--- config.mk ---
export PLATFORM = sky130hd
export DESIGN_NAME = base58_decoder_core
export DESIGN_NICKNAME = d
export VERILOG_FILES = /design/src/rtl/b58_pkg.sv /design/src/rtl/b58_mac.sv /design/src/rtl/base58_decoder_core.sv
export SDC_FILE = /design/constraint.sdc
export NUM_CORES = 1
export LEC_CHECK = 0
export BUFFER_PORTS_ARGS = -buffer_cell sky130_fd_sc_hd__buf_2
export CAP_MARGIN = 10
export CORE_MARGIN = 2
export CORE_UTILIZATION = 62
export DETAILED_ROUTE_END_ITERATION = 12
export GPL_ROUTABILITY_DRIVEN = 0
export PLACE_DENSITY = 0.82
export SLEW_MARGIN = 20
export SYNTH_ARGS = -nofsm -noshare
export SYNTH_HDL_FRONTEND = slang
export SYNTH_SLANG_ARGS = --single-unit
--- constraint.sdc ---
create_clock -name i_clk -period 14.89 [get_ports i_clk]
set_input_delay 0.7445 -clock i_clk [delete_from_list [all_inputs] [get_ports i_clk]]
set_output_delay 0.7445 -clock i_clk [all_outputs]
set_load 0.02 [all_outputs]
--- src/rtl/b58_pkg.sv ---
// ----------------------------------------------------------------------------
// b58_pkg: shared types and constants for the Base58 decoder
// Character classes, digit lookup, phase, status and sequencer types.
// ----------------------------------------------------------------------------
`default_nettype none

package b58_pkg;

    // Radix of the encoding and the width of the carry of one multiply-add step
    localparam int unsigned C_RADIX   = 58;
    localparam int unsigned C_CARRY_W = 6;

    // Saturating character and zero counters
    localparam int unsigned         C_CNT_W   = 7;
    localparam logic [C_CNT_W-1:0]  C_CNT_MAX = '1;

    // Result count limit per string
    localparam int unsigned         C_RES_W   = 7;
    localparam logic [C_RES_W-1:0]  C_MAX_RES = 7'd64;

    // Digit lookup code for a character outside the alphabet
    localparam logic [7:0] C_NO_DIGIT = 8'hFF;

    // Result status codes
    typedef enum logic [1:0] {
        ST_OK      = 2'd0,
        ST_BADCHAR = 2'd1,
        ST_EXTRA   = 2'd2,
        ST_LONG    = 2'd3
    } t_status;

    // Per-string parse phase
    typedef enum logic [2:0] {
        PH_LEAD   = 3'd0,
        PH_ZEROS  = 3'd1,
        PH_DIGITS = 3'd2,
        PH_TRAIL  = 3'd3,
        PH_ERROR  = 3'd4
    } t_phase;

    // Sequencer states
    typedef enum logic [3:0] {
        SQ_IDLE,
        SQ_ADD,
        SQ_DECIDE,
        SQ_SRD,
        SQ_SCHK,
        SQ_ZERO,
        SQ_BRD,
        SQ_BYTE,
        SQ_FINAL,
        SQ_DONE
    } t_seq;

    // Whitespace: tab through carriage return, and space
    function automatic logic is_space(input logic [7:0] c);
        return (c == 8'h20) || ((c >= 8'h09) && (c <= 8'h0D));
    endfunction

    // Alphabet lookup: 123456789ABCDEFGHJKLMNPQRSTUVWXYZabcdefghijkmnopqrstuvwxyz
    function automatic logic [7:0] digit_value(input logic [7:0] c);
        logic [7:0] d;
        d = C_NO_DIGIT;
        if (c >= 8'h31 && c <= 8'h39) begin
            d = c - 8'h31;          // '1'..'9' -> 0..8
        end else if (c >= 8'h41 && c <= 8'h48) begin
            d = c - 8'h38;          // 'A'..'H' -> 9..16
        end else if (c >= 8'h4A && c <= 8'h4E) begin
            d = c - 8'h39;          // 'J'..'N' -> 17..21
        end else if (c >= 8'h50 && c <= 8'h5A) begin
            d = c - 8'h3A;          // 'P'..'Z' -> 22..32
        end else if (c >= 8'h61 && c <= 8'h6B) begin
            d = c - 8'h40;          // 'a'..'k' -> 33..43
        end else if (c >= 8'h6D && c <= 8'h7A) begin
            d = c - 8'h41;          // 'm'..'z' -> 44..57
        end
        return d;
    endfunction

endpackage

`default_nettype wire

--- src/rtl/b58_mac.sv ---
// ----------------------------------------------------------------------------
// b58_mac: byte buffer memory with the radix-58 multiply-add step
// Little-endian byte store (entry 0 is least significant), registered read,
// and one byte of buffer * 58 + carry per cycle written back in place.
// ----------------------------------------------------------------------------
`default_nettype none

module b58_mac
    import b58_pkg::*;
#(
    parameter int BUF_BYTES = 47
) (
    input  wire                          i_clk,
    input  wire  [$clog2(BUF_BYTES)-1:0] i_rd_addr,
    input  wire                          i_wr_en,
    input  wire  [$clog2(BUF_BYTES)-1:0] i_wr_addr,
    input  wire                          i_in_use,   // entry holds live data
    input  wire  [C_CARRY_W-1:0]         i_carry,
    output logic [7:0]                   o_rd_data,
    output logic [C_CARRY_W-1:0]         o_carry
);

    localparam int SUM_W = 8 + C_CARRY_W;

    logic [7:0]       r_mem [BUF_BYTES];
    logic [7:0]       r_rd;
    logic [7:0]       data_m;
    logic [SUM_W-1:0] sum;

    // Bytes past the fill count read as zero
    assign data_m = i_in_use ? r_rd : 8'h00;
    assign sum    = SUM_W'(i_carry) + SUM_W'(data_m) * SUM_W'(C_RADIX);

    assign o_carry   = sum[SUM_W-1:8];
    assign o_rd_data = r_rd;

    // Buffer memory: one write, one registered read per cycle
    always_ff @(posedge i_clk) begin
        if (i_wr_en) begin
            r_mem[i_wr_addr] <= sum[7:0];
        end
        r_rd <= r_mem[i_rd_addr];
    end

endmodule

`default_nettype wire

--- src/rtl/base58_decoder_core.sv ---
// ----------------------------------------------------------------------------
// base58_decoder_core: Base58 string decoder
// One character per input item, decoded into a stream of bytes per string.
// ----------------------------------------------------------------------------
// A character that is not a digit, or a leading '1', needs no multiply-add
// step. A digit runs it over the buffer bytes it touches (at most BUF_BYTES):
// the byte buffer sits in a single memory and the multiply-add walks it one
// byte per cycle. After the last character the decoder scans down to the
// top nonzero buffer byte, then sends one byte per leading zero and then
// the buffer bytes from the top down; no new item is taken until the final
// result of the string is in the output register. The buffer needs no
// clearing pass: a fill count marks its live bytes.
// ----------------------------------------------------------------------------
`default_nettype none

module base58_decoder_core
    import b58_pkg::*;
#(
    parameter int MAX_CHARS = 64,
    parameter int BUF_BYTES = 47
) (
    input  wire        i_clk,
    input  wire        i_rst_n,
    // input characters
    input  wire        i_s_axis_tvalid,
    output logic       o_s_axis_tready,
    input  wire  [7:0] i_s_axis_tdata,   // [7:0] char_code
    input  wire        i_s_axis_tlast,   // last_char
    // decoded results
    output logic       o_m_axis_tvalid,
    input  wire        i_m_axis_tready,
    output logic [7:0] o_m_axis_tdata,   // [7:0] out_byte
    output logic       o_m_axis_tlast,   // last_result
    output logic [2:0] o_m_axis_tuser    // [0] byte_valid, [2:1] status
);

    localparam int IW = $clog2(BUF_BYTES + 1);
    localparam int AW = $clog2(BUF_BYTES);

    // Registers
    t_seq                 r_seq, n_seq;
    t_phase               r_phase, n_phase;
    t_status              r_err, n_err;
    logic [C_CNT_W-1:0]   r_char_cnt, n_char_cnt;
    logic [C_CNT_W-1:0]   r_zero_cnt, n_zero_cnt;
    logic [IW-1:0]        r_used, n_used;
    logic [IW-1:0]        r_idx, n_idx;
    logic [C_CARRY_W-1:0] r_carry, n_carry;
    logic [C_RES_W-1:0]   r_n, n_n;
    logic                 r_last, n_last;
    logic                 r_has, n_has;
    logic                 r_ovld, n_ovld;
    logic [7:0]           r_obyte, n_obyte;
    logic                 r_obv, n_obv;
    logic                 r_olast, n_olast;
    t_status              r_ostat, n_ostat;

    // Character decode
    logic [7:0]           cd;
    logic                 sp;
    t_phase               tk_phase;
    t_status              tk_err;
    logic [C_CNT_W-1:0]   tk_cnt;
    logic [C_CNT_W-1:0]   tk_zero;
    logic                 tk_add;

    // Control and datapath
    logic                 s_ready;
    logic                 s_acc;
    logic                 out_free;
    logic                 in_use;
    logic                 add_go;
    logic [IW-1:0]        idx_inc;
    logic                 res_full;
    logic                 zero_more;
    logic                 zero_last;
    logic                 byte_last;
    logic [AW-1:0]        rd_addr;
    logic                 wr_en;
    logic [7:0]           rd_data;
    logic [C_CARRY_W-1:0] mac_carry;
    logic                 emit;
    logic [7:0]           e_byte;
    logic                 e_bv;
    logic                 e_last;
    t_status              e_stat;

    assign cd        = digit_value(i_s_axis_tdata);
    assign sp        = is_space(i_s_axis_tdata);
    assign s_acc     = i_s_axis_tvalid && s_ready;
    assign out_free  = !r_ovld || i_m_axis_tready;
    assign in_use    = r_idx < r_used;
    assign add_go    = ((r_carry != '0) || in_use) && (r_idx < IW'(BUF_BYTES));
    assign idx_inc   = r_idx + IW'(1);
    assign res_full  = r_n == C_MAX_RES;
    assign zero_more = (r_zero_cnt != '0) && !res_full;
    assign zero_last = (r_n == C_MAX_RES - C_RES_W'(1))
                    || ((r_zero_cnt == C_CNT_W'(1)) && !r_has);
    assign byte_last = (r_idx == '0) || (r_n == C_MAX_RES - C_RES_W'(1));

    // Buffer memory and multiply-add
    b58_mac #(
        .BUF_BYTES (BUF_BYTES)
    ) u_mac (
        .i_clk     (i_clk),
        .i_rd_addr (rd_addr),
        .i_wr_en   (wr_en),
        .i_wr_addr (r_idx[AW-1:0]),
        .i_in_use  (in_use),
        .i_carry   (r_carry),
        .o_rd_data (rd_data),
        .o_carry   (mac_carry)
    );

    // Per-character parse step on the current string state
    always_comb begin
        tk_phase = r_phase;
        tk_err   = r_err;
        tk_cnt   = r_char_cnt;
        tk_zero  = r_zero_cnt;
        tk_add   = 1'b0;
        if (r_phase != PH_ERROR) begin
            tk_cnt = (r_char_cnt == C_CNT_MAX) ? r_char_cnt : r_char_cnt + C_CNT_W'(1);
            if (tk_cnt > C_CNT_W'(MAX_CHARS)) begin
                tk_phase = PH_ERROR;
                tk_err   = ST_LONG;
            end else begin
                case (r_phase)
                    PH_LEAD, PH_ZEROS: begin
                        if (sp) begin
                            if (r_phase == PH_ZEROS) begin
                                tk_phase = PH_TRAIL;
                            end
                        end else if (cd == 8'h00) begin
                            if (r_zero_cnt != C_CNT_MAX) begin
                                tk_zero = r_zero_cnt + C_CNT_W'(1);
                            end
                            tk_phase = PH_ZEROS;
                        end else if (cd == C_NO_DIGIT) begin
                            tk_phase = PH_ERROR;
                            tk_err   = ST_BADCHAR;
                        end else begin
                            tk_add   = 1'b1;
                            tk_phase = PH_DIGITS;
                        end
                    end
                    PH_DIGITS: begin
                        if (sp) begin
                            tk_phase = PH_TRAIL;
                        end else if (cd == C_NO_DIGIT) begin
                            tk_phase = PH_ERROR;
                            tk_err   = ST_BADCHAR;
                        end else begin
                            tk_add = 1'b1;
                        end
                    end
                    default: begin
                        if (!sp) begin
                            tk_phase = PH_ERROR;
                            tk_err   = ST_EXTRA;
                        end
                    end
                endcase
            end
        end
    end

    // Sequencer next state
    always_comb begin
        n_seq = r_seq;
        case (r_seq)
            SQ_IDLE: begin
                if (s_acc) begin
                    if (tk_add) begin
                        n_seq = SQ_ADD;
                    end else if (i_s_axis_tlast) begin
                        n_seq = SQ_DECIDE;
                    end
                end
            end
            SQ_ADD: begin
                if (!add_go) begin
                    n_seq = r_last ? SQ_DECIDE : SQ_IDLE;
                end
            end
            SQ_DECIDE: begin
                if (r_phase == PH_ERROR) begin
                    n_seq = SQ_FINAL;
                end else if (r_used == '0) begin
                    n_seq = SQ_ZERO;
                end else begin
                    n_seq = SQ_SRD;
                end
            end
            SQ_SRD: begin
                n_seq = SQ_SCHK;
            end
            SQ_SCHK: begin
                n_seq = ((rd_data != 8'h00) || (r_idx == '0)) ? SQ_ZERO : SQ_SRD;
            end
            SQ_ZERO: begin
                if (!zero_more) begin
                    if (r_has && !res_full) begin
                        n_seq = SQ_BRD;
                    end else if (r_n == '0) begin
                        n_seq = SQ_FINAL;
                    end else begin
                        n_seq = SQ_DONE;
                    end
                end
            end
            SQ_BRD: begin
                n_seq = SQ_BYTE;
            end
            SQ_BYTE: begin
                if (out_free) begin
                    n_seq = byte_last ? SQ_DONE : SQ_BRD;
                end
            end
            SQ_FINAL: begin
                if (out_free) begin
                    n_seq = SQ_DONE;
                end
            end
            SQ_DONE: begin
                n_seq = SQ_IDLE;
            end
            default: begin
                n_seq = SQ_IDLE;
            end
        endcase
    end

    // Sequencer outputs: handshake, memory port, result to load
    always_comb begin
        s_ready = 1'b0;
        rd_addr = '0;
        wr_en   = 1'b0;
        emit    = 1'b0;
        e_byte  = 8'h00;
        e_bv    = 1'b0;
        e_last  = 1'b0;
        e_stat  = ST_OK;
        case (r_seq)
            SQ_IDLE: begin
                s_ready = 1'b1;
            end
            SQ_ADD: begin
                wr_en = add_go;
                if (idx_inc < IW'(BUF_BYTES)) begin
                    rd_addr = idx_inc[AW-1:0];
                end
            end
            SQ_SRD, SQ_SCHK, SQ_BRD: begin
                rd_addr = r_idx[AW-1:0];
            end
            SQ_BYTE: begin
                rd_addr = r_idx[AW-1:0];
                emit    = out_free;
                e_byte  = rd_data;
                e_bv    = 1'b1;
                e_last  = byte_last;
            end
            SQ_ZERO: begin
                emit   = zero_more && out_free;
                e_bv   = 1'b1;
                e_last = zero_last;
            end
            SQ_FINAL: begin
                emit   = out_free;
                e_last = 1'b1;
                e_stat = r_err;
            end
            default: begin
                s_ready = 1'b0;
            end
        endcase
    end

    // Datapath next values
    always_comb begin
        n_phase    = r_phase;
        n_err      = r_err;
        n_char_cnt = r_char_cnt;
        n_zero_cnt = r_zero_cnt;
        n_used     = r_used;
        n_idx      = r_idx;
        n_carry    = r_carry;
        n_n        = r_n;
        n_last     = r_last;
        n_has      = r_has;
        n_ovld     = r_ovld;
        n_obyte    = r_obyte;
        n_obv      = r_obv;
        n_olast    = r_olast;
        n_ostat    = r_ostat;

        case (r_seq)
            SQ_IDLE: begin
                if (s_acc) begin
                    n_phase    = tk_phase;
                    n_err      = tk_err;
                    n_char_cnt = tk_cnt;
                    n_zero_cnt = tk_zero;
                    n_last     = i_s_axis_tlast;
                    n_idx      = '0;
                    n_carry    = cd[C_CARRY_W-1:0];
                end
            end
            SQ_ADD: begin
                if (add_go) begin
                    n_idx   = idx_inc;
                    n_carry = mac_carry;
                end else begin
                    n_used = r_idx;
                end
            end
            SQ_DECIDE: begin
                n_has = 1'b0;
                n_idx = r_used - IW'(1);
            end
            SQ_SCHK: begin
                if (rd_data != 8'h00) begin
                    n_has = 1'b1;
                end else if (r_idx != '0) begin
                    n_idx = r_idx - IW'(1);
                end
            end
            SQ_ZERO: begin
                if (emit) begin
                    n_zero_cnt = r_zero_cnt - C_CNT_W'(1);
                    n_n        = r_n + C_RES_W'(1);
                end
            end
            SQ_BYTE: begin
                if (emit) begin
                    n_n = r_n + C_RES_W'(1);
                    if (!byte_last) begin
                        n_idx = r_idx - IW'(1);
                    end
                end
            end
            SQ_DONE: begin
                // Back to the start-of-string state
                n_phase    = PH_LEAD;
                n_err      = ST_OK;
                n_char_cnt = '0;
                n_zero_cnt = '0;
                n_used     = '0;
                n_n        = '0;
                n_last     = 1'b0;
                n_has      = 1'b0;
            end
            default: begin
                n_phase = r_phase;
            end
        endcase

        // Output register
        if (emit) begin
            n_ovld  = 1'b1;
            n_obyte = e_byte;
            n_obv   = e_bv;
            n_olast = e_last;
            n_ostat = e_stat;
        end else if (i_m_axis_tready) begin
            n_ovld = 1'b0;
        end
    end

    // Control registers
    always_ff @(posedge i_clk) begin
        if (!i_rst_n) begin
            r_seq      <= SQ_IDLE;
            r_phase    <= PH_LEAD;
            r_err      <= ST_OK;
            r_char_cnt <= '0;
            r_zero_cnt <= '0;
            r_used     <= '0;
            r_n        <= '0;
            r_last     <= 1'b0;
            r_has      <= 1'b0;
            r_ovld     <= 1'b0;
        end else begin
            r_seq      <= n_seq;
            r_phase    <= n_phase;
            r_err      <= n_err;
            r_char_cnt <= n_char_cnt;
            r_zero_cnt <= n_zero_cnt;
            r_used     <= n_used;
            r_n        <= n_n;
            r_last     <= n_last;
            r_has      <= n_has;
            r_ovld     <= n_ovld;
        end
    end

    // Payload registers
    always_ff @(posedge i_clk) begin
        r_idx   <= n_idx;
        r_carry <= n_carry;
        r_obyte <= n_obyte;
        r_obv   <= n_obv;
        r_olast <= n_olast;
        r_ostat <= n_ostat;
    end

    assign o_s_axis_tready = s_ready;
    assign o_m_axis_tvalid = r_ovld;
    assign o_m_axis_tdata  = r_obyte;
    assign o_m_axis_tlast  = r_olast;
    assign o_m_axis_tuser  = {r_ostat, r_obv};

endmodule

`default_nettype wire

Word-level counts from Yosys, hierarchy flattened

Memory sizes are Yosys's and may differ from the RTL's. A register that Yosys moved wholly into a read port is not among the register bits.
Cells that the tools add are included.

Bits in writable memories: 376
Logic and storage cells: 244
Register bits after elaboration: 63
Input port bits: 13
Memories kept: 1

Memory list:

| name        | words | bits a word | rd ports | clocked after Yosys merged registers in | write ports | RTL line      | RTL |
|---|---|---|---|---|---|---|---|
| u_mac.r_mem | 47    | 8           | 1        | 1                                       | 1           | b58_mac.sv:25 | `logic [7:0] r_mem [BUF_BYTES];` |

Eq/ne operators: 45
Multiplexer cells: 93
$lt $le $gt $ge: 18
Add/sub/neg operators: 14
$mul: 1
Reduce and logical (&&, ||, !) cells: 56

Operators by type and width:

| operator             | count |
|---|---|
| $mux 7               | 12 |
| $mux 6               | 10 |
| $mux 8               | 7 |
| $ge 8x7->1 const B   | 5 |
| $le 8x7->1 const B   | 5 |
| $mux 4               | 10 |
| $mux 3               | 12 |
| $pmux 4 s9           | 1 |
| $pmux 6 s2           | 3 |
| $ne 2x2->1 const B   | 17 |
| $sub 8x6->8 const B  | 4 |
| $pmux 6 s5           | 1 |
| $pmux 7 s2           | 2 |
| $add 7x1->7 const B  | 3 |
| $pmux 7 s3           | 1 |
| $mux 2               | 9 |
| $eq 4x3->1 const B   | 4 |
| $mux 1               | 16 |
| $sub 8x7->8 const B  | 2 |
| $add 6x14->14        | 1 |
| $eq 7x7->1 const B   | 2 |
| $logic_and 1x1->1    | 13 |
| $mul 8x5->13 const B | 1 |
| $logic_not 6->1      | 2 |
| 50 further kinds     | 84 |

Longest topological paths before layout

Word-level depth: 18
Gate-level depth with buffers: 26

Cells and area by module

Synthesis repeated with hierarchy kept, for this count alone.

Cell total of the unflattened synthesis: 1,515
Area total of the unflattened synthesis: 21,576.9 µm²

By module, submodules not included:

| module              | area each (µm²) | seq. area each (µm²) | times used | cells each |
|---|---|---|---|---|
| b58_mac             | 16,140.5        | 11,451.0             | 1          | 830 |
| base58_decoder_core | 5,436.5         | 1,501.4              | 1          | 685 |

Worst setup path after synthesis

No wires, ideal clock.

Kind: register to register
From: register r_idx[1]
To: memory u_mac.r_mem[0][7], data pin
Required time: 14.442 ns
Buffers on the path: 1
Slack: 8.789 ns
Arrival time: 5.653 ns
Library setup time: 0.448 ns
Cell stages (with the launch flop): 21
Cell sequence: edfxtp_1 > ha_1 > a21o_1 > a21o_1 > a21o_1 > a21o_1 > a21oi_1 > clkbuf_1 > and2_1 > inv_1 > fa_1 > inv_1 > ha_1 > ha_1 > inv_1 > fa_1 > inv_1 > ha_1 > nor2b_1 > o21a_1 > xor2_1

Cells in the longest elaborated chain, start to end: 4

RTL lines:

| element                | RTL line                   | RTL |
|---|---|---|
| start, declared        | base58_decoder_core.sv:47  | `logic [IW-1:0] r_idx, n_idx;` |
| start signal, assigned | base58_decoder_core.sv:400 | `r_idx <= n_idx;` |
| $lt 6x6->1             | base58_decoder_core.sv:92  | `assign in_use = r_idx < r_used;` |
| $mux 8                 | b58_mac.sv:31              | `assign data_m = i_in_use ? r_rd : 8'h00;` |
| $mul 8x5->13           | b58_mac.sv:32              | `assign sum = SUM_W'(i_carry) + SUM_W'(data_m) * SUM_W'(C_RADIX);` |
| $add 6x14->14          | b58_mac.sv:32              |  |
| via u_mac.sum[7]       | b58_mac.sv:28              | `logic [SUM_W-1:0] sum;` |
| end, declared          | b58_mac.sv:25              |  |

The timed path passes the listed nets, and every way through them passes these cells.

Worst setup path in the final report

From: register r_idx[2]
To: register r_carry[5], data pin

Cells in the longest elaborated chain, start to end: 6

RTL lines:

| element              | RTL line                   | RTL |
|---|---|---|
| $lt 6x6->1           | base58_decoder_core.sv:92  |  |
| $mux 8               | b58_mac.sv:31              |  |
| $mul 8x5->13         | b58_mac.sv:32              |  |
| $add 6x14->14        | b58_mac.sv:32              |  |
| $mux 6               | base58_decoder_core.sv:311 | `if (add_go) begin` |
| $pmux 6 s2           | base58_decoder_core.sv:298 | `case (r_seq)` |
| via n_carry[5]       | base58_decoder_core.sv:48  | `logic [C_CARRY_W-1:0] r_carry, n_carry;` |
| end signal, assigned | base58_decoder_core.sv:401 | `r_carry <= n_carry;` |
| end, declared        | base58_decoder_core.sv:48  |  |

The timed path passes the listed nets, and every way through them passes these cells. The select of a mux whose other input is x is not followed.
A chain may end at the register's enable or synchronous reset.

==> flow_summary.ini <==
[clock_tree]
cts_hold_buf = 0
root_buffer = clkbuf_16
clockBufferDepth = 3
cts_buffers = 46
clock_sinks = 447
clk-insertion-delay-late_ns = 0.57
htree_levels = 2
clkTransAtPathRegs_ns = 0.06
postCtsResizedCells = 0
cts_tree = built
cts_setup_buffers = 0

[timing]
slew_headroom_pct = 25.0
rsz0062_at_grt = false
final.period_utilization_pct = 45.1
finClkSkew_ns = 0.0172
layout_min_cycle_time_ns = 6.72
setup_tns_ns = 0
fmax_ghz = 0.149
setup_violations = 0
finalHoldViolCount = 0
slew_violations = 0
tightest_slew_ns = 1.10
setup_ws_ns = 8.17

[logic_synthesis]
ys_seq_area_share_pct = 59.0
synth_cell_types = 95
ys_ff_latch = 447
synth_top_cell_by_area = edfxtp_1
avgSynthCellArea_um2 = 10.7
synthesis.nets = 2137
synthTopCellsByArea = edfxtp_1 (55%), nand2_1 (7.6%), nand3_1 (4.6%), dfxtp_1 (4.3%), ha_1 (3.7%)
synth_edf_count = 400
synthTopCellsByCount = nand2_1 (445), edfxtp_1 (400), nand3_1 (202)
yosysWarnings = 0
synth_top_cell_area_share_pct = 54.8
synthCells = 2049
synth_most_common_cell = nand2_1
netlist_area_um2 = 21900
async_flop_share_pct = 0
yosys_most_used_dff = edfxtp_1

[floorplanning]
die-area_um2 = 36900
rows = 68
initial_core_util_pct = 63.2
pin_count = 27
die_w_um = 192
fp.dieH_um = 192
coreArea_um2 = 34700

[drt]
drt-pass1-iter-count = 7
drt-wirelength-per-cell_um = 21.6
vias = 16400
postRouteAntennaNets = 0
routed_wl_um = 54500
via_per_inst = 6.49
drcViolationCount = 0
initialDrtViolationCount = 2270

[cells_and_area]
syn2layout_area_growth_pct = 9.32
nFillCells = 2433
nets = 2119
drive_gt1_share_pct = 7.20

[hold_path]
holdCritPathClass = register to register
hp-start = r_err[0]

[global_routing]
grt_pass1_wl_um = 85600
grt_overflow = 0
grt.total_usage_pct = 30.0
antenna_found_initial = 2
grt_max_degree = 88
grt_pass1_vias = 15900

[worst_setup_path]
crit_start = r_idx[2]
crit_type = register to register
r2r_slack_ns = 8.17
endpoint_kind = register
cp_data_required_time_ns = 15.18
critPathArrivalTime_ns = 7.01
crit_path_start_kind = register
r2r-start = r_idx[2]
worst-path-max-fanout = 21

[flow_run]
drv_cap = 0

[placement]
dp_hpwl_um = 34000
pre_cts_ws_ns = 8.23
port_buffers = 26

[outcome]
status = finished, final reports clean
==> registers in the layout, summed over array words and instances (netlist names), 2 cells and up <==
| signal | flops |
|---|---|
| o_m_axis_tdata | 8 |
| r_carry | 6 |
| r_char_cnt | 7 |
| r_used | 6 |
| u_mac.o_rd_data | 8 |
| r_zero_cnt | 7 |
| r_ostat | 2 |
| u_mac.r_mem | 376 |
| r_idx | 6 |
| r_phase | 3 |
| r_seq | 4 |
| r_n | 7 |
| r_err | 2 |
==> routing by layer <==
metal / vias to the layer above / track usage, % / wire [um]
li1: 7427 / - / -
met1: 7810 / 41.1 / 21400
met2: 1013 / 48.2 / 25400
met3: 145 / 6.03 / 6200
met4: 2 / 10.2 / 1560
met5: - / 0 / 13
==> critical path: stages (launching register included) <==
cell and delay, ns:
edfxtp_1 0.74, ha_1 0.35, a21o_1 0.16, a21o_1 0.18
a21o_1 0.18, a21oi_1 0.60, and2_1 0.37, inv_1 0.10
fa_1 0.52, inv_1 0.04, ha_1 0.29, ha_1 0.31
inv_1 0.07, fa_1 0.54, inv_1 0.05, ha_1 0.34
nor2b_1 0.16, o21a_1 0.23, nand3_1 0.15, nor4b_1 0.46
nand4_1 0.17, xnor2_1 0.21, xnor2_1 0.13, o21ai_0 0.08
==> through the flow <==
stage	utilization, %	area, um^2	hold WS, ns	instances
after floorplan	-	21900	0.430	2049
after global placement	64.7	22500	0.443	2437
after detailed placement	64.7	22500	0.443	2437
after CTS	69.0	24000	0.459	2523
after global routing	69.1	24000	0.495	2524
final	69.1	24000	0.455	2525
==> path summary, 6_finish.rpt <==
path / depth (start not counted) / endpoint
setup / recovery: 23 / r_carry[5]
hold / removal: 2 / r_err[0]
setup reg to reg: 23 / r_carry[5]
hold reg to reg: 2 / r_err[0]
==> cell usage in the layout, fill, tap and decap left out, drive strengths merged, types with 9 or more instances in the layout <==
cell type	count
a211oi	14
a21boi	13
a21o	17
a21oi	72
a311oi	26
a31oi	31
and2	32
and3	44
buf	48
clkbuf	57
clkinv	20
dfxtp	47
edfxtp	400
fa	10
ha	65
inv	65
mux2i	19
nand2	445
nand2b	12
nand3	202
nor2	133
nor2b	13
nor3	24
o2111ai	9
o211ai	12
o21ai	51
o22ai	9
o31ai	9
xnor2	24
xor2	17
==> layout make-up <==
class	instances	area (um^2)	share of cell area, %
diodes	1	2.50	0.0104
clock buffers	57	1190	4.97
clock inverters	29	310	1.29
inverters	62	233	0.970
multi-input cells	1426	8410	35.1
flip-flops and latches	447	13000	54.0
well taps	455	569	2.37
repair buffers	48	315	1.31
==> cell families after synthesis <==
logic type / Yosys count / share of synthesized area (%)
buf+inv: 176 / 3.13
compound gates: 341 / 11.0
flops: 447 / 59.0
mux: 19 / 0.867
fa+ha+maj: 76 / 4.67
simple gates: 949 / 19.6
xor+xnor: 41 / 1.64
Power is not shown: default switching activity piles up to over one toggle a cycle in this logic, so the estimate is an artifact.
